$ cat config.mk
export PLATFORM = sky130hd
export DESIGN_NAME = quadratic_residue_prime_test_unit
export DESIGN_NICKNAME = d
export VERILOG_FILES = /design/src/sv/qrpt_pkg.sv /design/src/sv/quadratic_residue_prime_test_unit.sv /design/src/sv/qrpt_mod_unit.sv
export SDC_FILE = /design/constraint.sdc
export NUM_CORES = 1
export LEC_CHECK = 0
export BUFFER_PORTS_ARGS = -buffer_cell sky130_fd_sc_hd__buf_2
export CAP_MARGIN = 0
export CORE_MARGIN = 3
export CORE_UTILIZATION = 25
export DETAILED_ROUTE_END_ITERATION = 10
export PLACE_DENSITY = 0.47
export SLEW_MARGIN = 20
export SYNTH_ARGS = -nofsm -noshare
export SYNTH_HDL_FRONTEND = slang
export SYNTH_SLANG_ARGS = --single-unit
$ cat constraint.sdc
create_clock -name clk_i -period 7.1 [get_ports clk_i]
set_input_delay 1.065 -clock clk_i [delete_from_list [all_inputs] [get_ports clk_i]]
set_output_delay 1.065 -clock clk_i [all_outputs]
set_load 0.01 [all_outputs]
$ cat src/sv/qrpt_pkg.sv
package qrpt_pkg;

  // Sequencer states of the top level.
  typedef enum logic [2:0] {
    ST_IDLE,
    ST_SIX_GO,
    ST_SIX_WAIT,
    ST_SQUARE,
    ST_DIV_GO,
    ST_DIV_WAIT,
    ST_FINISH
  } state_e;

  // Command from the sequencer to the shared remainder unit.
  typedef struct packed {
    logic start;
  } div_ctl_t;

  // Status from the shared remainder unit back to the sequencer.
  typedef struct packed {
    logic busy;
    logic done;
  } div_sts_t;

  // Bias added to the square before the divide by four.
  localparam int unsigned SQ_BIAS   = 3;
  // Divisor used for the 6k+-1 check (odd and not a multiple of three).
  localparam int unsigned SIX_MOD   = 3;
  // Residue that marks a candidate as composite.
  localparam int unsigned HIT_RES   = 1;
  // Largest candidate for which the step loop does not run.
  localparam int unsigned SMALL_MAX = 3;
  // Last difference value examined by the loop.
  localparam int unsigned LAST_DIFF = 3;

endpackage

$ cat src/sv/quadratic_residue_prime_test_unit.sv
// Quadratic-residue primality test with 6k+-1 classification.
//
// Input channel (s_axis): one beat carries one candidate in tdata[15:0]; the low
// VALUE_WIDTH bits are used. Output channel (m_axis): one beat per candidate,
// tdata[0] is the prime verdict and tdata[1] the 6k+-1 flag.
//
// The block holds one candidate at a time. A single shift-subtract remainder
// unit does all the work: first the candidate modulo three, then for every
// loop step the residue of the biased square divided by four, modulo the
// candidate. Each loop step squares, starts the remainder unit, waits for the
// remainder and checks it; a candidate n above three runs at most n-3 loop
// steps, fewer when a residue of one ends the loop early. Candidates up to
// three skip the loop and finish after the check modulo three.
//
// The result goes to an output register; the next candidate is accepted while
// it waits there. If the receiver stalls, a finished result waits in the
// sequencer until the output register frees up. Reset empties both and
// returns the sequencer to idle.
module quadratic_residue_prime_test_unit #(
  parameter int unsigned VALUE_WIDTH = 16
) (
  input  logic        clk_i,
  input  logic        rst_ni,
  input  logic        s_axis_tvalid_i,
  output logic        s_axis_tready_o,
  input  logic [15:0] s_axis_tdata_i,   // [15:0] candidate
  output logic        m_axis_tvalid_o,
  input  logic        m_axis_tready_i,
  output logic [7:0]  m_axis_tdata_o    // [0] is_prime, [1] six_form, [7:2] zero
);
  import qrpt_pkg::*;

  localparam int unsigned W   = VALUE_WIDTH;
  localparam int unsigned DW  = 2 * VALUE_WIDTH - 1;
  localparam int unsigned SQW = 2 * VALUE_WIDTH;

  state_e         state_q, state_d;
  logic [W-1:0]   n_q, n_d;
  logic [W-1:0]   d_q, d_d;
  logic [SQW-1:0] sq_q, sq_d;
  logic           prime_q, prime_d;
  logic           six_q, six_d;
  logic           m_valid_q, m_valid_d;
  logic           m_prime_q, m_prime_d;
  logic           m_six_q, m_six_d;

  div_ctl_t       div_ctl;
  div_sts_t       div_sts;
  logic [DW-1:0]  div_dividend;
  logic [W-1:0]   div_divisor;
  logic [W-1:0]   div_rem;
  logic [SQW:0]   biased;
  logic           step_odd;

  // Step index parity follows from n and the current difference n - j.
  assign step_odd = n_q[0] ^ d_q[0];
  assign biased   = {1'b0, sq_q} + (SQW + 1)'(SQ_BIAS) + (SQW + 1)'(step_odd);

  qrpt_mod_unit #(
    .VALUE_WIDTH(VALUE_WIDTH)
  ) u_mod (
    .clk_i      (clk_i),
    .rst_ni     (rst_ni),
    .ctl_i      (div_ctl),
    .dividend_i (div_dividend),
    .divisor_i  (div_divisor),
    .sts_o      (div_sts),
    .rem_o      (div_rem)
  );

  // Sequencer: next state, datapath updates and output register loading.
  always_comb begin
    state_d      = state_q;
    n_d          = n_q;
    d_d          = d_q;
    sq_d         = sq_q;
    prime_d      = prime_q;
    six_d        = six_q;
    m_valid_d    = m_valid_q;
    m_prime_d    = m_prime_q;
    m_six_d      = m_six_q;
    div_ctl      = '0;
    div_dividend = DW'(n_q);
    div_divisor  = W'(SIX_MOD);

    if (m_valid_q && m_axis_tready_i) begin
      m_valid_d = 1'b0;
    end

    unique case (state_q)
      ST_IDLE: begin
        if (s_axis_tvalid_i) begin
          n_d     = W'(s_axis_tdata_i);
          state_d = ST_SIX_GO;
        end
      end
      ST_SIX_GO: begin
        div_ctl.start = 1'b1;
        state_d       = ST_SIX_WAIT;
      end
      ST_SIX_WAIT: begin
        if (div_sts.done) begin
          six_d = n_q[0] && (div_rem != '0);
          if (n_q == W'(HIT_RES)) begin
            prime_d = 1'b0;
            state_d = ST_FINISH;
          end else begin
            prime_d = 1'b1;
            if (n_q > W'(SMALL_MAX)) begin
              d_d     = n_q - W'(1);
              state_d = ST_SQUARE;
            end else begin
              state_d = ST_FINISH;
            end
          end
        end
      end
      ST_SQUARE: begin
        sq_d    = SQW'(d_q) * SQW'(d_q);
        state_d = ST_DIV_GO;
      end
      ST_DIV_GO: begin
        div_ctl.start = 1'b1;
        div_dividend  = biased[SQW:2];
        div_divisor   = n_q;
        state_d       = ST_DIV_WAIT;
      end
      ST_DIV_WAIT: begin
        if (div_sts.done) begin
          if (div_rem == W'(HIT_RES)) begin
            prime_d = 1'b0;
            state_d = ST_FINISH;
          end else if (d_q == W'(LAST_DIFF)) begin
            state_d = ST_FINISH;
          end else begin
            d_d     = d_q - W'(1);
            state_d = ST_SQUARE;
          end
        end
      end
      ST_FINISH: begin
        if (!m_valid_q || m_axis_tready_i) begin
          m_valid_d = 1'b1;
          m_prime_d = prime_q;
          m_six_d   = six_q;
          state_d   = ST_IDLE;
        end
      end
      default: begin
        state_d = ST_IDLE;
      end
    endcase
  end

  // State and output valid registers.
  always_ff @(posedge clk_i or negedge rst_ni) begin
    if (!rst_ni) begin
      state_q   <= ST_IDLE;
      m_valid_q <= 1'b0;
    end else begin
      state_q   <= state_d;
      m_valid_q <= m_valid_d;
    end
  end

  // Datapath and result registers.
  always_ff @(posedge clk_i) begin
    n_q       <= n_d;
    d_q       <= d_d;
    sq_q      <= sq_d;
    prime_q   <= prime_d;
    six_q     <= six_d;
    m_prime_q <= m_prime_d;
    m_six_q   <= m_six_d;
  end

  assign s_axis_tready_o = (state_q == ST_IDLE);
  assign m_axis_tvalid_o = m_valid_q;
  assign m_axis_tdata_o  = {6'b0, m_six_q, m_prime_q};

  // The loop difference stays between three and n - 1 while squaring.
  assert property (@(posedge clk_i) disable iff (!rst_ni)
    (state_q == ST_SQUARE) |-> (d_q >= W'(LAST_DIFF) && d_q < n_q))
    else $error("loop difference out of range");

  // The remainder unit only reports completion while the sequencer waits for it.
  assert property (@(posedge clk_i) disable iff (!rst_ni)
    div_sts.done |-> (state_q == ST_SIX_WAIT || state_q == ST_DIV_WAIT))
    else $error("remainder result arrived outside a wait state");

  // A result is loaded only into a free or draining output register.
  assert property (@(posedge clk_i) disable iff (!rst_ni)
    (state_q == ST_FINISH && m_valid_q && !m_axis_tready_i) |=> (state_q == ST_FINISH))
    else $error("result overwrote a pending beat");

endmodule

$ cat src/sv/qrpt_mod_unit.sv
module qrpt_mod_unit #(
  parameter int unsigned VALUE_WIDTH = 16
) (
  input  logic                        clk_i,
  input  logic                        rst_ni,
  input  qrpt_pkg::div_ctl_t          ctl_i,
  input  logic [2*VALUE_WIDTH-2:0]    dividend_i,
  input  logic [VALUE_WIDTH-1:0]      divisor_i,
  output qrpt_pkg::div_sts_t          sts_o,
  output logic [VALUE_WIDTH-1:0]      rem_o
);
  import qrpt_pkg::*;

  localparam int unsigned W  = VALUE_WIDTH;
  localparam int unsigned DW = 2 * VALUE_WIDTH - 1;
  localparam int unsigned CW = $clog2(DW + 1);

  logic [DW-1:0] dvd_q, dvd_d;
  logic [W-1:0]  dvs_q, dvs_d;
  logic [W-1:0]  rem_q, rem_d;
  logic [CW-1:0] cnt_q, cnt_d;
  logic          busy_q, busy_d;
  logic          done_q, done_d;
  logic [W:0]    trial;
  logic [W:0]    diff;

  // One restoring step per cycle: shift in the next dividend bit and subtract if it fits.
  assign trial = {rem_q, dvd_q[DW-1]};
  assign diff  = trial - {1'b0, dvs_q};

  always_comb begin
    dvd_d  = dvd_q;
    dvs_d  = dvs_q;
    rem_d  = rem_q;
    cnt_d  = cnt_q;
    busy_d = busy_q;
    done_d = 1'b0;
    if (ctl_i.start) begin
      dvd_d  = dividend_i;
      dvs_d  = divisor_i;
      rem_d  = '0;
      cnt_d  = CW'(DW);
      busy_d = 1'b1;
    end else if (busy_q) begin
      dvd_d = {dvd_q[DW-2:0], 1'b0};
      if (trial >= {1'b0, dvs_q}) begin
        rem_d = diff[W-1:0];
      end else begin
        rem_d = trial[W-1:0];
      end
      cnt_d = cnt_q - CW'(1);
      if (cnt_q == CW'(1)) begin
        busy_d = 1'b0;
        done_d = 1'b1;
      end
    end
  end

  // Control registers.
  always_ff @(posedge clk_i or negedge rst_ni) begin
    if (!rst_ni) begin
      busy_q <= 1'b0;
      done_q <= 1'b0;
      cnt_q  <= '0;
    end else begin
      busy_q <= busy_d;
      done_q <= done_d;
      cnt_q  <= cnt_d;
    end
  end

  // Operand and remainder registers.
  always_ff @(posedge clk_i) begin
    dvd_q <= dvd_d;
    dvs_q <= dvs_d;
    rem_q <= rem_d;
  end

  assign sts_o.busy = busy_q;
  assign sts_o.done = done_q;
  assign rem_o      = rem_q;

  // While busy with a nonzero divisor, the partial remainder stays below the divisor.
  assert property (@(posedge clk_i) disable iff (!rst_ni)
    (busy_q && dvs_q != '0) |-> (rem_q < dvs_q))
    else $error("partial remainder not below divisor");

  // A new operation is never started while one is running.
  assert property (@(posedge clk_i) disable iff (!rst_ni)
    ctl_i.start |-> !busy_q)
    else $error("remainder unit started while busy");

  // Completion follows the last step and the unit is free at that point.
  assert property (@(posedge clk_i) disable iff (!rst_ni)
    done_q |-> (!busy_q && $past(busy_q)))
    else $error("done without a finished operation");

endmodule
* Yosys cells after proc, flatten, opt, wreduce, memory -nomap -nowiden *
Cells that the tools add are included.

storage, ports and cells
  bits in registers = 142
  bits of input ports = 20
  output and inout port bits = 10
  word-level logic and storage cells = 96

cells by class
  $add $sub $neg = 6
  $mul = 1
  magnitude comparators = 2
  equal/unequal tests = 19
  multiplexer cells = 37
  bitwise logic cells = 1
  reduce and logical (&&, ||, !) cells = 15

operators with widths
  cell                                                                              count
  16-bit 2-to-1 mux                                                                 7
  31-bit 2-to-1 mux                                                                 3
  32-bit by 2-bit adder with 33-bit output, second input constant                   1
  33-bit by 1-bit adder with 33-bit output                                          1
  16-bit by 1-bit equality test with 1-bit output, second input constant            2
  16-bit by 16-bit multiplier with 32-bit output                                    1
  16-bit case mux with 2 select lines                                               1
  16-bit by 1-bit subtractor with 16-bit output, second input constant              2
  3-bit 2-to-1 mux                                                                  8
  3-bit case mux with 7 select lines                                                1
  17-bit by 16-bit greater-or-equal comparator with 1-bit output                    1
  16-bit by 2-bit equality test with 1-bit output, second input constant            1
  16-bit by 2-bit greater-than comparator with 1-bit output, second input constant  1
  16-bit nonzero test                                                               1
  16-bit subtractor                                                                 1
  1-bit 2-to-1 mux                                                                  14
  2-bit != test, second input constant                                              7
  5-bit 2-to-1 mux                                                                  2
  3-bit equality test, second input constant                                        3
  4-bit AND reduction                                                               2
  7-bit AND reduction                                                               1
  3-bit by 2-bit equality test with 1-bit output, second input constant             2
  2-bit AND reduction                                                               3
  5-bit by 1-bit equality test with 1-bit output, second input constant             1
  11 further kinds                                                                  14

* Depth between registers and ports, before layout *
  depth in word-level cells = 5
  gate-level depth with buffers = 25
  gate-level depth less buffers = 23

* Cells and area by module *
Synthesis repeated with hierarchy kept, for this count alone.

unflattened totals
  cells, all modules = 1584
  area total of the unflattened synthesis = 15172.1 um2

by module, submodules not included
  module                             times used  cells each  area an instance (um2)  seq. area each (um2)
  quadratic_residue_prime_test_unit  1           1256        11365.9                 2112.0
  qrpt_mod_unit                      1           328         3806.2                  1906.8

* Worst setup path after synthesis *
No wires, ideal clock.

  path kind = register -> register
  start point = register d_q[6]
  end point = register sq_q[31] (data pin)
  library setup time = 261 ps
  arrival = 5988 ps
  required time = 6839 ps
  setup slack = 851 ps
  cell stages (with the launch flop) = 22
  buffers on the path = 2
  clock period less this slack = 6249 ps
  path through = edfxtp_1 > clkbuf_1 > clkbuf_1 > nand2_1 > fa_1 > inv_1 > fa_1 > fa_1 > fa_1 > fa_1 > inv_1 > fa_1 > inv_1 > ha_1 > a21o_1 > a21o_1 > a21oi_1 > nor3_1 > o31a_1 > nor3_1 > o21ai_0 > xnor2_1

between the ends
  cells in the longest elaborated chain, start to end = 1

RTL lines
  what                                            line                                      RTL
  start, declared                                 quadratic_residue_prime_test_unit.sv:39   logic [W-1:0] d_q, d_d;
  start signal, assigned                          quadratic_residue_prime_test_unit.sv:169  d_q <= d_d;
  16-bit by 16-bit multiplier with 32-bit output  quadratic_residue_prime_test_unit.sv:119  sq_d = SQW'(d_q) * SQW'(d_q);
  end signal, assigned                            quadratic_residue_prime_test_unit.sv:170  sq_q <= sq_d;
  end, declared                                   quadratic_residue_prime_test_unit.sv:40   logic [SQW-1:0] sq_q, sq_d;

No other way between the ends.
A chain may end at the register's enable or synchronous reset.

* Worst setup path after layout *
  start point = register d_q[4]
  end point = register sq_q[31] (data pin)

The elaborated chain is that of the path after synthesis.

==> metrics.cfg <==
[run_status]
status=complete, no violations

[detailed_routing]
num_vias=10830
routed_wl_um=38090
drt_iter0_markers=606
avgViaCountPerCell=4.539
drc=0
dr.pass1.iters=5
wl_per_cell_um=15.96
ant_nets=0

[clocking]
cts_root_buf=clkbuf_16
numCtsBuffers=17
cts_max_path_buffers=2
clk_pin_slew_worst_paths_ns=0.07
h-tree-depth=4
cts_tree=done
clock_sinks=141
postCtsResizedCells=0
clock_latency_ns=0.43

[global_route]
grt_first_pass_wirelength_um=61150
grt_start_max_net_pins=40
track_usage=0.1226
grt_pass1_vias=10950
grt_antenna_before_repair=1
overflow=0

[worst_setup_path]
path_cells=nand2_1, fa_1, fa_1, inv_1, fa_1, fa_1, fa_1, inv_1, fa_1, inv_1, ha_1, a21o_1, a21o_1, a21oi_1, nor3_1, o31a_1, nor3_1, o21ai_0, xnor2_1
crit_slowest_cell=edfxtp_1
cp_data_arrival_time_ns=6.90
critPathMaxStageDelay_ns=0.85
cp-start-kind=register
crit_top_cell=fa_1
endpoint_kind=register
worstPathRequired_ns=7.28
crit_fanout=17
critPathKind=reg2reg

[flow_run]
maxCapViolCount=0

[pwr]
p_leak_nw=7.550
worst_ir_drop_vdd_mv=0.2769
powerDensity_mw_per_mm2=228.6
power.total_mw=3.806

[finish]
fill_cells=6215
drive_gt1_frac=0.06848
multiInputGateArea_mm2=0.009554
regArea_mm2=0.004019
antenna_cells=0
fin_nets=1920
area_growth_pct=11.46
fin_area_mm2=0.01665

[yosys]
synth_area_leader_cell=edfxtp_1
netlist_area_mm2=0.01493
yosys-top-cells-area=edfxtp_1, fa_1, ha_1, inv_1, nand2_1
yosys.cell_count.top_type=inv_1
ys_ff_latch=141
synth.top_cells.by_count=inv_1, fa_1, nand2_1
synth_seq_area_share=0.2691
synth-edff-count=114
avgSynthCellArea_um2=9.375
synth-main-ff-cell=edfxtp_1
yosys_warnings=0
synthArstFlopShare=0.07801
synth.top_cell.area_share=0.2292
synth_cell_types=69
netlist_instances=1593

[sta]
skew_ns=0.01196
slew_viol_final=0
timing.slew.headroom=0.3451
worst_pin_slew_ns=0.9824
hold_violations=0
setup_viol=0
max_freq_mhz=148.8
fin_crit_sh=0.9467
fin_tns_setup_ns=0
rsz0062_at_grt=false
finalCriticalPeriod_ns=6.721
fin_hold_ws_ns=0.4697

[floorplan]
die-area_mm2=0.06271
num_rows=88
coreArea_mm2=0.05836
num_io_pins=30
die_w_um=250.4
die_h_um=250.4
start_util=0.2559

[placed_design]
placedInstanceArea_mm2=0.01600
hpwlAfterDp_um=30370
io_buffers=23
place.gp.congestion=0.8273

[min_path]
hold_class=reg2reg

-- registers in the layout (all words and copies together), names as in the netlist --
register         cells
m_axis_tvalid_o      1
m_prime_q            1
m_six_q              1
prime_q              1
six_q                1
u_mod.busy_q         1
u_mod.done_q         1
state_q              3
d_q                 16
sq_q                31
u_mod.rem_o         16
u_mod.dvs_q         16
u_mod.cnt_q          5
n_q                 16
u_mod.dvd_q         31
-- cell usage in the layout, fill, tap and decap left out, types with 16 or more instances in the layout --
cell type	Yosys	layout
xor2_1	41	41
fa_1	165	165
nand3_1	26	26
and2_1	56	56
a21oi_1	79	79
dfxtp_1	16	16
nor2_1	83	82
xnor2_1	65	65
o21ai_0	76	76
buf_2	2	23
nor3_1	28	28
nand2_1	158	158
edfxtp_1	114	114
inv_1	286	286
ha_1	127	127
a21o_1	20	20
clkbuf_16	0	17
buf_4	8	35
-- where the power goes --
part | leakage, nW | switching, mW | total [mW] | internal (mW)
sequential | 1.37 | 0.204 | 1.42 | 1.22
clock | 0.304 | 0.417 | 0.954 | 0.538
combinational | 5.87 | 0.861 | 1.43 | 0.569
-- layer usage --
| metal | global-route usage | routed length [um] | share of wire |
|---|---|---|---|
| met1 | 0.1781 | 18790 | 0.49 |
| met2 | 0.1957 | 17510 | 0.46 |
| met3 | 0.01661 | 1379 | 0.036 |
| met4 | 0.02341 | 405 | 0.011 |
| met5 | 0 | 0 | 0 |
-- through the flow --
stage,worst slack [ns],util,std cells
2_1_floorplan,0.8508,-,1598
3_3_place_gp,0.3832,0.2742,2352
3_5_place_dp,0.3275,0.2742,2352
4_1_cts,0.2958,0.2848,2384
5_1_grt,0.02665,0.2852,2386
6_report,0.3788,0.2852,2386
-- cells by family (layout without fill, tap and decap cells) --
group                    after synthesis  in the layout  synth area share
flip-flops                           141            141            0.2691
buffers and inverters                357            380           0.09291
other                                  1              6         0.0002511
AO/OA/AOI/OAI                        247            247           0.09853
adder cells (fa/ha/maj)              292            292            0.3276
AND/OR/NAND/NOR                      438            438            0.1420
multiplexers                          11             11          0.007457
XOR/XNOR                             106            106           0.06216
-- cell type report --
class | count | area share
Multi-Input combinational cell | 1100 | 0.5740
Sequential cell | 141 | 0.2414
Inverter | 288 | 0.06494
Tap cell | 765 | 0.05750
Clock buffer | 17 | 0.02556
Timing Repair Buffer | 60 | 0.02511
Clock inverter | 15 | 0.01150
-- worst max-delay path, delay by kind of cell (launching register included) --
| family | cells | cell delay (ns) |
|---|---|---|
| DFF | 1 | 0.85 |
| buffers and inverters | 3 | 0.14 |
| adders and majority gates | 7 | 3.53 |
| AOI/OAI and AO/OA | 5 | 1.09 |
| xor gates and xnor gates | 1 | 0.16 |
| and+or+nand+nor | 3 | 0.65 |
-- repair_timing --
| action | in CTS | in global routing |
|---|---|---|
| buffers inserted | 0 | 2 |
| setup endpoints to repair | 0 | 1 |
| hold buffers | 0 | 0 |
-- worst paths after layout --
check	startpoint	end	slack, ns	depth (start not counted)
worst max-delay path	d_q[4]	sq_q[31]	0.38	19
worst min-delay path	six_q	m_six_q	0.47	0
worst max register to register	d_q[4]	sq_q[31]	0.38	19
worst min register to register	six_q	m_six_q	0.47	0
max in group asynchronous	rst_ni	u_mod.cnt_q[0]	6.32	1
min in group asynchronous	rst_ni	m_axis_tvalid_o	0.53	1
No activity file was read; power rests on OpenSTA's default activity.
